<file path="src/hdl/sha256_pkg.sv">
// ----------------------------------------------------------------------------
// sha256_pkg
// Shared types, constants and helper functions for the SHA-256 hasher.
// ----------------------------------------------------------------------------
package sha256_pkg;

   localparam int unsigned WORD_W  = 32;
   localparam int unsigned TOTAL_W = 61;
   localparam logic [7:0]  PAD_BYTE = 8'h80;

   // controller to datapath commands
   typedef struct packed {
      logic       load_byte;   // write one byte into the block window
      logic       pad_mark;    // write the 0x80 marker at the current fill
      logic       pad_write;   // write a zero padding byte at the current fill
      logic       len_write;   // write one length byte
      logic [2:0] len_idx;     // length byte index 0..7
      logic       fill_clr;    // restart the fill counter
      logic       rnd_start;   // copy hash into working vars, round 0
      logic       rnd_step;    // run one round
      logic       hash_add;    // fold working vars into hash
      logic       hash_init;   // reload initial hash, clear length
      logic       out_shift;   // rotate output word order
   } sha_cmd_type;

   // datapath to controller status
   typedef struct packed {
      logic [6:0] fill;
      logic       round_last;
   } sha_stat_type;

   function automatic logic [31:0] round_k(input logic [5:0] i);
      logic [31:0] k [64];
      k = '{
         32'h428a2f98,32'h71374491,32'hb5c0fbcf,32'he9b5dba5,32'h3956c25b,32'h59f111f1,
         32'h923f82a4,32'hab1c5ed5,32'hd807aa98,32'h12835b01,32'h243185be,32'h550c7dc3,
         32'h72be5d74,32'h80deb1fe,32'h9bdc06a7,32'hc19bf174,32'he49b69c1,32'hefbe4786,
         32'h0fc19dc6,32'h240ca1cc,32'h2de92c6f,32'h4a7484aa,32'h5cb0a9dc,32'h76f988da,
         32'h983e5152,32'ha831c66d,32'hb00327c8,32'hbf597fc7,32'hc6e00bf3,32'hd5a79147,
         32'h06ca6351,32'h14292967,32'h27b70a85,32'h2e1b2138,32'h4d2c6dfc,32'h53380d13,
         32'h650a7354,32'h766a0abb,32'h81c2c92e,32'h92722c85,32'ha2bfe8a1,32'ha81a664b,
         32'hc24b8b70,32'hc76c51a3,32'hd192e819,32'hd6990624,32'hf40e3585,32'h106aa070,
         32'h19a4c116,32'h1e376c08,32'h2748774c,32'h34b0bcb5,32'h391c0cb3,32'h4ed8aa4a,
         32'h5b9cca4f,32'h682e6ff3,32'h748f82ee,32'h78a5636f,32'h84c87814,32'h8cc70208,
         32'h90befffa,32'ha4506ceb,32'hbef9a3f7,32'hc67178f2};
      return k[i];
   endfunction

   function automatic logic [31:0] init_hash(input logic [2:0] i);
      logic [31:0] h [8];
      h = '{32'h6a09e667,32'hbb67ae85,32'h3c6ef372,32'ha54ff53a,
            32'h510e527f,32'h9b05688c,32'h1f83d9ab,32'h5be0cd19};
      return h[i];
   endfunction

   function automatic logic [31:0] rotr(input logic [31:0] x, input int unsigned n);
      return (x >> n) | (x << (32 - n));
   endfunction

endpackage

</file>
<file path="src/hdl/sha256_message_hasher_top.sv">
// intake: a byte is taken while idle; every 64th byte starts a compression
// (one round per cycle in the shared round unit), during which no byte is taken
// message end: padding, a compression per padded block, then 8 words
// flow: one item at a time; after message end the next item waits for the digest
// reset: synchronous, loads the initial hash and clears fill and byte counts
// ----------------------------------------------------------------------------
// sha256_message_hasher_top
// Byte-stream SHA-256 hasher emitting eight digest words per message.
// ----------------------------------------------------------------------------
module sha256_message_hasher_top (
   input  logic        clock,
   input  logic        reset,
   input  logic        req_valid,
   output logic        req_ready,
   input  logic [7:0]  req_data_byte,
   input  logic        req_byte_present,
   input  logic        req_message_end,
   output logic        rsp_valid,
   input  logic        rsp_ready,
   output logic [31:0] rsp_digest_word,
   output logic        rsp_digest_last
);
   import sha256_pkg::*;

   sha_cmd_type  cmd;
   sha_stat_type stat;

   sha256_control u_ctrl (
      .clock(clock), .reset(reset),
      .req_valid(req_valid), .req_ready(req_ready),
      .byte_present(req_byte_present), .message_end(req_message_end),
      .rsp_valid(rsp_valid), .rsp_ready(rsp_ready),
      .rsp_digest_last(rsp_digest_last),
      .stat(stat), .cmd(cmd)
   );

   sha256_datapath u_dp (
      .clock(clock), .reset(reset),
      .cmd(cmd), .byte_in(req_data_byte),
      .stat(stat), .word_out(rsp_digest_word)
   );

endmodule

</file>
<file path="src/hdl/sha256_datapath.sv">
// ----------------------------------------------------------------------------
// sha256_datapath
// Block window as a 16-word schedule shift register, round unit, hash
// registers, fill counter and byte total.
// ----------------------------------------------------------------------------
module sha256_datapath (
   input  logic                     clock,
   input  logic                     reset,
   input  sha256_pkg::sha_cmd_type  cmd,
   input  logic [7:0]               byte_in,
   output sha256_pkg::sha_stat_type stat,
   output logic [31:0]              word_out
);
   import sha256_pkg::*;

   logic [31:0] w_ff [16];
   logic [31:0] v_ff [8];
   logic [31:0] h_ff [8];
   logic [6:0]  fill_ff;
   logic [5:0]  rnd_ff;
   logic [TOTAL_W-1:0] total_ff;
   logic [63:0] bits;
   logic [7:0]  wr_byte;
   logic        wr_en;
   logic [31:0] s0, s1, w_new, big0, big1, ch, maj, t1, t2;

   assign bits = {total_ff, 3'b000};

   // byte to write into the window
   always_comb begin
      wr_en   = cmd.load_byte | cmd.pad_mark | cmd.pad_write | cmd.len_write;
      wr_byte = 8'h00;
      if (cmd.load_byte) wr_byte = byte_in;
      else if (cmd.pad_mark) wr_byte = PAD_BYTE;
      else if (cmd.len_write) wr_byte = bits[6'(56 - 8*int'(cmd.len_idx)) +: 8];
   end

   // schedule and round logic
   always_comb begin
      s0    = rotr(w_ff[1], 7) ^ rotr(w_ff[1], 18) ^ (w_ff[1] >> 3);
      s1    = rotr(w_ff[14], 17) ^ rotr(w_ff[14], 19) ^ (w_ff[14] >> 10);
      w_new = w_ff[0] + s0 + w_ff[9] + s1;
      big1  = rotr(v_ff[4], 6) ^ rotr(v_ff[4], 11) ^ rotr(v_ff[4], 25);
      ch    = (v_ff[4] & v_ff[5]) ^ (~v_ff[4] & v_ff[6]);
      t1    = v_ff[7] + big1 + ch + round_k(rnd_ff) + w_ff[0];
      big0  = rotr(v_ff[0], 2) ^ rotr(v_ff[0], 13) ^ rotr(v_ff[0], 22);
      maj   = (v_ff[0] & v_ff[1]) ^ (v_ff[0] & v_ff[2]) ^ (v_ff[1] & v_ff[2]);
      t2    = big0 + maj;
   end

   // window: bytes enter at the right, word 0 leaves first
   always_ff @(posedge clock) begin
      if (wr_en) begin
         for (int i = 0; i < 15; i++) w_ff[i] <= {w_ff[i][23:0], w_ff[i+1][31:24]};
         w_ff[15] <= {w_ff[15][23:0], wr_byte};
      end else if (cmd.rnd_step) begin
         for (int i = 0; i < 15; i++) w_ff[i] <= w_ff[i+1];
         w_ff[15] <= w_new;
      end
   end

   // working variables and hash
   always_ff @(posedge clock) begin
      if (cmd.rnd_start) begin
         for (int i = 0; i < 8; i++) v_ff[i] <= h_ff[i];
      end else if (cmd.rnd_step) begin
         v_ff[0] <= t1 + t2;
         v_ff[1] <= v_ff[0];
         v_ff[2] <= v_ff[1];
         v_ff[3] <= v_ff[2];
         v_ff[4] <= v_ff[3] + t1;
         v_ff[5] <= v_ff[4];
         v_ff[6] <= v_ff[5];
         v_ff[7] <= v_ff[6];
      end
   end

   always_ff @(posedge clock) begin
      if (reset || cmd.hash_init) begin
         for (int i = 0; i < 8; i++) h_ff[i] <= init_hash(3'(i));
      end else if (cmd.hash_add) begin
         for (int i = 0; i < 8; i++) h_ff[i] <= h_ff[i] + v_ff[i];
      end else if (cmd.out_shift) begin
         for (int i = 0; i < 7; i++) h_ff[i] <= h_ff[i+1];
         h_ff[7] <= h_ff[0];
      end
   end

   // counters
   always_ff @(posedge clock) begin
      if (reset) begin
         fill_ff  <= '0;
         rnd_ff   <= '0;
         total_ff <= '0;
      end else begin
         if (cmd.fill_clr)   fill_ff <= '0;
         else if (wr_en)     fill_ff <= fill_ff + 7'd1;
         if (cmd.rnd_start)  rnd_ff <= '0;
         else if (cmd.rnd_step) rnd_ff <= rnd_ff + 6'd1;
         if (cmd.hash_init)  total_ff <= '0;
         else if (cmd.load_byte) total_ff <= total_ff + TOTAL_W'(1);
      end
   end

   assign stat.fill       = fill_ff;
   assign stat.round_last = (rnd_ff == 6'd63);
   assign word_out        = h_ff[0];

endmodule

</file>
<file path="src/hdl/sha256_control.sv">
// ----------------------------------------------------------------------------
// sha256_control
// Sequencer: byte intake, padding, compression rounds and digest output.
// ----------------------------------------------------------------------------
module sha256_control (
   input  logic                     clock,
   input  logic                     reset,
   input  logic                     req_valid,
   output logic                     req_ready,
   input  logic                     byte_present,
   input  logic                     message_end,
   output logic                     rsp_valid,
   input  logic                     rsp_ready,
   output logic                     rsp_digest_last,
   input  sha256_pkg::sha_stat_type stat,
   output sha256_pkg::sha_cmd_type  cmd
);
   import sha256_pkg::*;

   typedef enum logic [7:0] {
      ST_IDLE  = 8'b0000_0001,
      ST_PAD80 = 8'b0000_0010,
      ST_ZERO  = 8'b0000_0100,
      ST_LEN   = 8'b0000_1000,
      ST_START = 8'b0001_0000,
      ST_ROUND = 8'b0010_0000,
      ST_ADD   = 8'b0100_0000,
      ST_OUT   = 8'b1000_0000
   } state_type;

   state_type state_ff, state_in;
   logic      fin_ff, fin_in;     // message closing in progress
   logic      pend_ff, pend_in;   // 0x80 marker still to write
   logic      lenph_ff, lenph_in; // current block carries the length
   logic [2:0] cnt_ff, cnt_in;
   logic      acc;

   assign acc       = req_valid && req_ready;
   assign req_ready = (state_ff == ST_IDLE);
   assign rsp_valid = (state_ff == ST_OUT);
   assign rsp_digest_last = (cnt_ff == 3'd7);

   always_comb begin
      state_in = state_ff;
      fin_in   = fin_ff;
      pend_in  = pend_ff;
      lenph_in = lenph_ff;
      cnt_in   = cnt_ff;
      cmd      = '0;
      cmd.len_idx = cnt_ff;
      case (state_ff)
         ST_IDLE: begin
            if (acc) begin
               cmd.load_byte = byte_present;
               if (byte_present && stat.fill == 7'd63) begin
                  fin_in   = message_end;
                  pend_in  = message_end;
                  lenph_in = 1'b0;
                  state_in = ST_START;
               end else if (message_end) begin
                  fin_in   = 1'b1;
                  state_in = ST_PAD80;
               end
            end
         end
         ST_PAD80: begin
            // 0x80 marker at the current fill
            cmd.pad_mark = 1'b1;
            pend_in  = 1'b0;
            state_in = ST_ZERO;
         end
         ST_ZERO: begin
            if (pend_ff) begin
               // block after a full-block compress during close: start 0x80
               state_in = ST_PAD80;
            end else if (stat.fill == 7'd56) begin
               cnt_in   = 3'd0;
               state_in = ST_LEN;
            end else if (stat.fill == 7'd64) begin
               // no room for the length: compress, then pad another block
               cmd.fill_clr = 1'b1;
               lenph_in = 1'b0;
               state_in = ST_START;
            end else begin
               cmd.pad_write = 1'b1;
            end
         end
         ST_LEN: begin
            cmd.len_write = 1'b1;
            cnt_in = cnt_ff + 3'd1;
            if (cnt_ff == 3'd7) begin
               lenph_in = 1'b1;
               state_in = ST_START;
            end
         end
         ST_START: begin
            cmd.fill_clr  = 1'b1;
            cmd.rnd_start = 1'b1;
            state_in = ST_ROUND;
         end
         ST_ROUND: begin
            cmd.rnd_step = 1'b1;
            if (stat.round_last) state_in = ST_ADD;
         end
         ST_ADD: begin
            cmd.hash_add = 1'b1;
            cnt_in = 3'd0;
            if (lenph_ff)    state_in = ST_OUT;
            else if (fin_ff) state_in = ST_ZERO;
            else             state_in = ST_IDLE;
            if (!lenph_ff && !fin_ff) lenph_in = 1'b0;
         end
         ST_OUT: begin
            if (rsp_ready) begin
               cmd.out_shift = 1'b1;
               cnt_in = cnt_ff + 3'd1;
               if (cnt_ff == 3'd7) begin
                  cmd.out_shift = 1'b0;
                  cmd.hash_init = 1'b1;
                  lenph_in = 1'b0;
                  fin_in   = 1'b0;
                  pend_in  = 1'b0;
                  state_in = ST_IDLE;
               end
            end
         end
         default: state_in = ST_IDLE;
      endcase
   end

   always_ff @(posedge clock) begin
      if (reset) begin
         state_ff <= ST_IDLE;
         fin_ff   <= 1'b0;
         pend_ff  <= 1'b0;
         lenph_ff <= 1'b0;
         cnt_ff   <= '0;
      end else begin
         state_ff <= state_in;
         fin_ff   <= fin_in;
         pend_ff  <= pend_in;
         lenph_ff <= lenph_in;
         cnt_ff   <= cnt_in;
      end
   end

endmodule

</file>
<file path="config.mk">
export PLATFORM = sky130hd
export DESIGN_NAME = sha256_message_hasher_top
export DESIGN_NICKNAME = d
export VERILOG_FILES = /design/src/hdl/sha256_pkg.sv /design/src/hdl/sha256_message_hasher_top.sv /design/src/hdl/sha256_datapath.sv /design/src/hdl/sha256_control.sv
export SDC_FILE = /design/constraint.sdc
export NUM_CORES = 2
export LEC_CHECK = 0
export BUFFER_PORTS_ARGS = -buffer_cell sky130_fd_sc_hd__buf_2
export CELL_PAD_IN_SITES_DETAIL_PLACEMENT = 1
export CELL_PAD_IN_SITES_GLOBAL_PLACEMENT = 2
export CORE_ASPECT_RATIO = 0.7
export CORE_UTILIZATION = 45
export DETAILED_ROUTE_END_ITERATION = 10
export GPL_TIMING_DRIVEN = 0
export HOLD_SLACK_MARGIN = 0.1
export PLACE_DENSITY_LB_ADDON = 0.1
export SLEW_MARGIN = 15
export SYNTH_ARGS = -nofsm -noshare
export SYNTH_HDL_FRONTEND = slang
export SYNTH_SLANG_ARGS = --single-unit
</file>
<file path="constraint.sdc">
create_clock -name clock -period 80.6 [get_ports clock]
set_input_delay 24.18 -clock clock [delete_from_list [all_inputs] [get_ports clock]]
set_output_delay 24.18 -clock clock [all_outputs]
set_load 0.02 [all_outputs]
</file>
# --- Word-level counts from Yosys, hierarchy flattened ---
# Memories as Yosys holds them, arrays and structs flattened.
# Cells that the tools add are included.
op_classes:
  bitwise: 71
  mul: 0
  reduce_logical: 18
  div_mod_pow: 0
  n_eq_ne: 26
  n_addsub: 23
  n_lt_le_gt_ge: 1
  mux: 115
  n_shift: 1
ops:
  columns: ["op", "count"]
  rows:
  - ["32-bit two-way mux", 42]
  - ["32-bit adder", 18]
  - ["32-bit bitwise XOR", 9]
  - ["32-bit AND", 5]
  - ["8-bit two-way mux", 14]
  - ["8-bit case mux with 8 select lines", 1]
  - ["64-bit by 6-bit indexed part select with 8-bit output", 1]
  - ["61-bit by 1-bit adder with 61-bit output (second input constant)", 1]
  - ["1-bit two-way mux", 46]
  - ["1-bit bitwise OR", 43]
  - ["32-bit NOT", 1]
  - ["10-bit by 32-bit bitwise OR with 32-bit output", 1]
  - ["13-bit by 32-bit bitwise OR with 32-bit output", 1]
  - ["14-bit by 32-bit bitwise OR with 32-bit output", 1]
  - ["15-bit by 32-bit bitwise OR with 32-bit output", 1]
  - ["19-bit by 32-bit bitwise OR with 32-bit output", 1]
  - ["21-bit by 32-bit bitwise OR with 32-bit output", 1]
  - ["25-bit by 32-bit bitwise OR with 32-bit output", 1]
  - ["26-bit by 32-bit bitwise OR with 32-bit output", 1]
  - ["30-bit by 32-bit bitwise OR with 32-bit output", 1]
  - ["7-bit by 32-bit bitwise OR with 32-bit output", 1]
  - ["32-bit by 22-bit bitwise XOR with 32-bit output", 1]
  - ["32-bit by 29-bit bitwise XOR with 32-bit output", 1]
  - ["7-bit by 6-bit equality test with 1-bit output (second input constant)", 2]
  - ["other kinds (39)", 60]
totals:
  romBits: 2048
  regBits: 88
  memories: 4
  mem_bits_rw: 1024
  latch_bits: 0
  output_inout_bits: 35
  elab_cells: 267
memory_table:
  columns: ["memory", "words", "word_bits", "read_ports", "rd_ports_with_merged_regs", "write_ports", "line", "rtl"]
  rows:
  - ["(no name shown)", 64, 32, 1, 0, 0, "sha256_pkg.sv:46", "return k[i];"]
  - ["u_dp.w_ff", 16, 32, 16, 0, 16, "sha256_datapath.sv:16", "logic [31:0] w_ff [16];"]
  - ["u_dp.h_ff", 8, 32, 8, 0, 8, "sha256_datapath.sv:18", "logic [31:0] h_ff [8];"]
  - ["u_dp.v_ff", 8, 32, 8, 0, 8, "sha256_datapath.sv:17", "logic [31:0] v_ff [8];"]

# --- Longest topological paths before layout ---
logic_depth:
  ltp_word: 10
  ltp_mapped: 43

# --- Hierarchy ---
# A second synthesis with hierarchy kept.
unflattened:
  cells_unflattened: 7272
  hier_area_um2: 73474.2
by_module_without_submodules:
  columns: ["mod", "seq_area_each_um2", "n_inst", "area_each_um2", "cells_each"]
  rows:
  - ["sha256_datapath", 31590.3, 1, 72439.5, 7135]
  - ["sha256_control", 280.3, 1, 1034.7, 137]

# --- Worst setup path after synthesis ---
# No wires, ideal clock.
synth_path:
  kind: "input port to flip-flop"
  from: "in req_valid"
  to: "mem u_dp.w_ff[0][0], enable pin"
  t_arrival_ps: 38370
  cell_stages: 4
  setup_time_ps: 5981
  path_buffers: 1
  slack_ps: 36250
  cell_sequence: "and3_1 clkbuf_1 nor2_1 nand4_1"
synth_rtl:
  columns: ["item", "line", "rtl"]
  rows:
  - ["start: declaration", "sha256_message_hasher_top.sv:13", "input logic req_valid,"]
  - ["end: declaration", "sha256_datapath.sv:16", null]

==> results_dict.tcl <==
set metrics [dict create \
    vdd_ir_drop_max_v 0.0000453 \
    tightest_slew_ps 1480 \
    final.setup_skew_ps 39.7 \
    powerDensity_mw_per_mm2 32.8 \
    buffer_ports.inserted 48 \
    timing.critical_path.arrival_ps 27950 \
    cp-end-kind "flop" \
    finalWorstPathRequiredPeriod_ps 27480 \
    post_cts_resize_count 0 \
    netlist_instances 7630 \
    cts_root_buffer "sky130_fd_sc_hd__clkbuf_16" \
    unrepaired_setup_endpoints_after_global_routing "no" \
    power_frac_comb 0.479 \
    globalRoute.totalOverflow 0 \
    switchingPower_mw 1.16 \
    die_height_um 340 \
    finalWirelength_um 332000 \
    drt_first_pass_iters 6 \
    chipWidth_um 485 \
    worstReg2RegEnd "u_dp.v_ff[0][31]" \
    seq_power_share 0.311 \
    report.final.hold_viol_count 0 \
    grt_start_max_net_pins 53 \
    layout-drive-gt1-share 0.0845 \
    setup.worst_path.class "input pin to flop" \
    placed_cell_area_mm2 0.0776 \
    synthToLayoutAreaGrowth_pct 10.7 \
    core-area_mm2 0.161 \
    fin_crit_sh 0.341 \
    vias 63800 \
    initial_core_util 0.456 \
    clock-sinks 1080 \
    p_int_mw 1.51 \
    nNetsFinal 8465 \
    routed_wire_length_per_instance_um 32.9 \
    leakagePower_nw 32.9 \
    worstSetupStartpointType "input pin" \
    timing.max_slew.rel_slack 0.00569 \
    drt-vias-per-instance 6.32 \
    worstReg2RegStart "u_dp.rnd_ff[1]" \
    final_core_util 0.505 \
    antenna_found_initial 28 \
    initialDrtViolationCount 8831 \
    antenna_left 0 \
    synthesis.nets 8237 \
    synth_enable_flop_cells 1024 \
    numPlacedInstances 9867 \
    finalWeightedCongestion 1.06 \
    global_route_total_usage_across_every_layer 0.396 \
    fmax_mhz 36.4 \
    timing.critical_path.max_delay_family "buffers and inverters" \
    finalNonFillerCells 10100 \
    avgSynthCellArea_um2 9.65 \
    timing.hold.worst_endpoint "u_ctrl.state_ff[7]" \
    cts_made_buffers 114 \
    top_reg_cell_synth "sky130_fd_sc_hd__edfxtp_1" \
    min-delay-start "u_ctrl.lenph_ff" \
    failed_checks "capacitance limit" \
    run_status "finished with violations" \
    cap_viol_max_count 1 \
    clock_path_buffers 3 \
    clock_tree.htree_level_count 3 \
    clock_insertion_delay_worst_skew_ps 810 \
    setup_slack_on_the_worst_flop_to_flop_path_ps 67580 \
    timing.hold.ws_ps 514 \
    number_of_storage_elements_in_the_synthesis_netlist 1080 \
    worst_slack_at_placement_ps 52490 \
    synth_async_sr_flop_share 0 \
    fp.dieArea_mm2 0.165 \
    timing.critical_path.slowest_stage_cell "sky130_fd_sc_hd__nor2_1" \
    final-max-slew-violation-count 0 \
    highest_fanout_seen_on_the_critical_path 48 \
    hold-path-cell-count 2 \
    cts_post_setup_buffers_inserted 0 \
    tritoncts "done" \
    timing.final.ws_setup_ps 53120 \
    critPathMaxStageDelay_ps 860 \
    num_rows 123 \
    boundaryPins 49 \
    num-fill-cells 18000 \
    drc 0 \
    rr_worst_depth 41 \
    grt_first_pass_wirelength_um 464000 \
    number_of_buffers_and_inverters_on_the_critical_path 5 \
    first_global_vias 61100 \
    setup_viol_count_final 0 \
    report.power.total_mw 2.67 \
    ys_warn_count 0 \
    syn_area_mm2 0.0736 \
    ys_types 100 \
    design_area_mm2 0.0815 \
    pwr-share-clk 0.210 \
    final.setup.tns_ps 0 \
    cts.hold.buffers_added 0 \
    crit_path_cell_trace "buf_2 -> nand4_1 -> nor2_1 -> clkbuf_1 -> nor2_1 -> nand2_4 -> buf_12 -> buf_12 -> buf_16" \
    hp-class "flop to flop" \
    dpl.hpwl_um 267000 \
    power.share.switching 0.435 \
    ys_seq_area_frac 0.433 \
    req_time_crit_path_ps 81070 \
    clk_transition_reported_paths_ps 60 \
]
==> worst register-to-register path, delay by kind of cell, from the launching register on <==
kind,cells,cell delay (ps)
AOI/OAI and AO/OA,17,4180
xor gates and xnor gates,3,1060
adders and majority gates,8,3430
buffers and inverters,7,2090
DFF,1,910
and+or+nand+nor,6,1110
==> worst max-delay path by stage <==
stage                     startpoint  cells after the start           endpoint
after floorplan            req_valid                      4    u_dp.w_ff[0][0]
after global placement     req_valid                      5   u_dp.w_ff[2][27]
after detailed placement   rsp_ready                      9  u_dp.h_ff[0][113]
after CTS                  rsp_ready                      9   u_dp.h_ff[0][89]
after global routing       rsp_ready                      9  u_dp.h_ff[0][112]
final                      rsp_ready                      9  u_dp.h_ff[0][113]
==> layer usage <==
| layer | vias up | GRT usage | wire length, um |
|---|---|---|---|
| li1 | 27100 | - | - |
| met1 | 32500 | 0.619 | 154000 |
| met2 | 3732 | 0.470 | 116000 |
| met3 | 384 | 0.192 | 54600 |
| met4 | 32 | 0.0821 | 7090 |
| met5 | - | 0.0222 | 690 |
==> logic make-up (layout without fill, tap and decap cells) <==
| group | count (synthesis) | after routing | share of synthesized area |
|---|---|---|---|
| flip-flops | 1080 | 1080 | 0.433 |
| AO/OA/AOI/OAI | 1619 | 1619 | 0.135 |
| XOR/XNOR | 615 | 615 | 0.0736 |
| AND/OR/NAND/NOR | 2662 | 2662 | 0.151 |
| multiplexers | 278 | 278 | 0.0435 |
| buffers and inverters | 780 | 1098 | 0.0423 |
| other | 0 | 16 | 0 |
| adder cells (fa/ha/maj) | 596 | 596 | 0.121 |
==> flip-flops by register name (all words and copies together), names as in the netlist <==
register and flops:
u_dp.w_ff 512, u_dp.h_ff 256, u_dp.v_ff 256, u_dp.total_ff 29, u_ctrl.state_ff 8, u_dp.fill_ff 7, u_dp.rnd_ff 6, u_ctrl.cnt_ff 3
u_ctrl.fin_ff 1, u_ctrl.lenph_ff 1, u_ctrl.pend_ff 1
==> layout by cell type (no fill, tap or decap), drive strengths merged, types with 199 or more instances in the layout <==
cell	n
xor2	246
buf	199
a21o	199
xnor2	368
clkbuf	466
edfxtp	1024
a21oi	452
ha	398
nand2	1846
nor2	323
o21ai	509
mux2	229
inv	359
==> cells in the mapped netlist (21+ instances only) <==
cell,instances,area (um2)
sky130_fd_sc_hd__o22ai_1,23,144
sky130_fd_sc_hd__ha_1,398,4980
sky130_fd_sc_hd__xnor2_1,367,3210
sky130_fd_sc_hd__or3_1,27,169
sky130_fd_sc_hd__nor3_1,72,360
sky130_fd_sc_hd__nand2_1,1846,6930
sky130_fd_sc_hd__mux2_2,228,2570
sky130_fd_sc_hd__o21ai_0,470,2350
sky130_fd_sc_hd__xor2_1,245,2150
sky130_fd_sc_hd__buf_2,30,150
sky130_fd_sc_hd__o31ai_1,30,225
sky130_fd_sc_hd__a21o_1,197,1480
sky130_fd_sc_hd__a21oi_1,452,2260
sky130_fd_sc_hd__mux2i_1,39,390
sky130_fd_sc_hd__o21bai_1,41,308
sky130_fd_sc_hd__buf_4,32,240
sky130_fd_sc_hd__o21a_1,46,345
sky130_fd_sc_hd__nor2b_1,51,319
sky130_fd_sc_hd__and2_1,21,131
sky130_fd_sc_hd__a211oi_1,42,315
sky130_fd_sc_hd__o211ai_1,43,323
sky130_fd_sc_hd__and3_1,37,231
sky130_fd_sc_hd__nor2_1,323,1210
sky130_fd_sc_hd__buf_1,23,86.3
sky130_fd_sc_hd__clkbuf_1,331,1240
sky130_fd_sc_hd__edfxtp_1,1024,30700
sky130_fd_sc_hd__inv_1,356,1340
sky130_fd_sc_hd__nand2b_1,74,463
sky130_fd_sc_hd__a31oi_1,52,325
sky130_fd_sc_hd__nand4_1,26,163
sky130_fd_sc_hd__o21ai_1,37,185
sky130_fd_sc_hd__nand3_1,94,470
sky130_fd_sc_hd__dfxtp_1,56,1120
sky130_fd_sc_hd__nand3b_1,22,165
sky130_fd_sc_hd__fa_1,195,3900
==> cell type report <==
cell class | count | area (um2) | share of cell area
inverter | 359 | 1350 | 0.0165
clock inverter | 74 | 842 | 0.0103
multi-input combinational | 5770 | 38800 | 0.476
sequential | 1080 | 31900 | 0.391
timing repair buffer | 112 | 1190 | 0.0146
clock buffer | 132 | 2920 | 0.0359
antenna | 16 | 40.0 | 0.000492
tap | 2125 | 2660 | 0.0326
buffer | 421 | 1790 | 0.0219
==> power by group through the flow <==
stage,registers [mW],logic (mW),clock network (mW)
final,0.831,1.28,0.560
after global routing,0.834,1.35,0.580
after CTS,0.826,1.23,0.562
after detailed placement,0.836,1.20,0
after global placement,0.923,1.15,0
after floorplan,0.853,0.766,0
(Power assumes the default switching activity.)
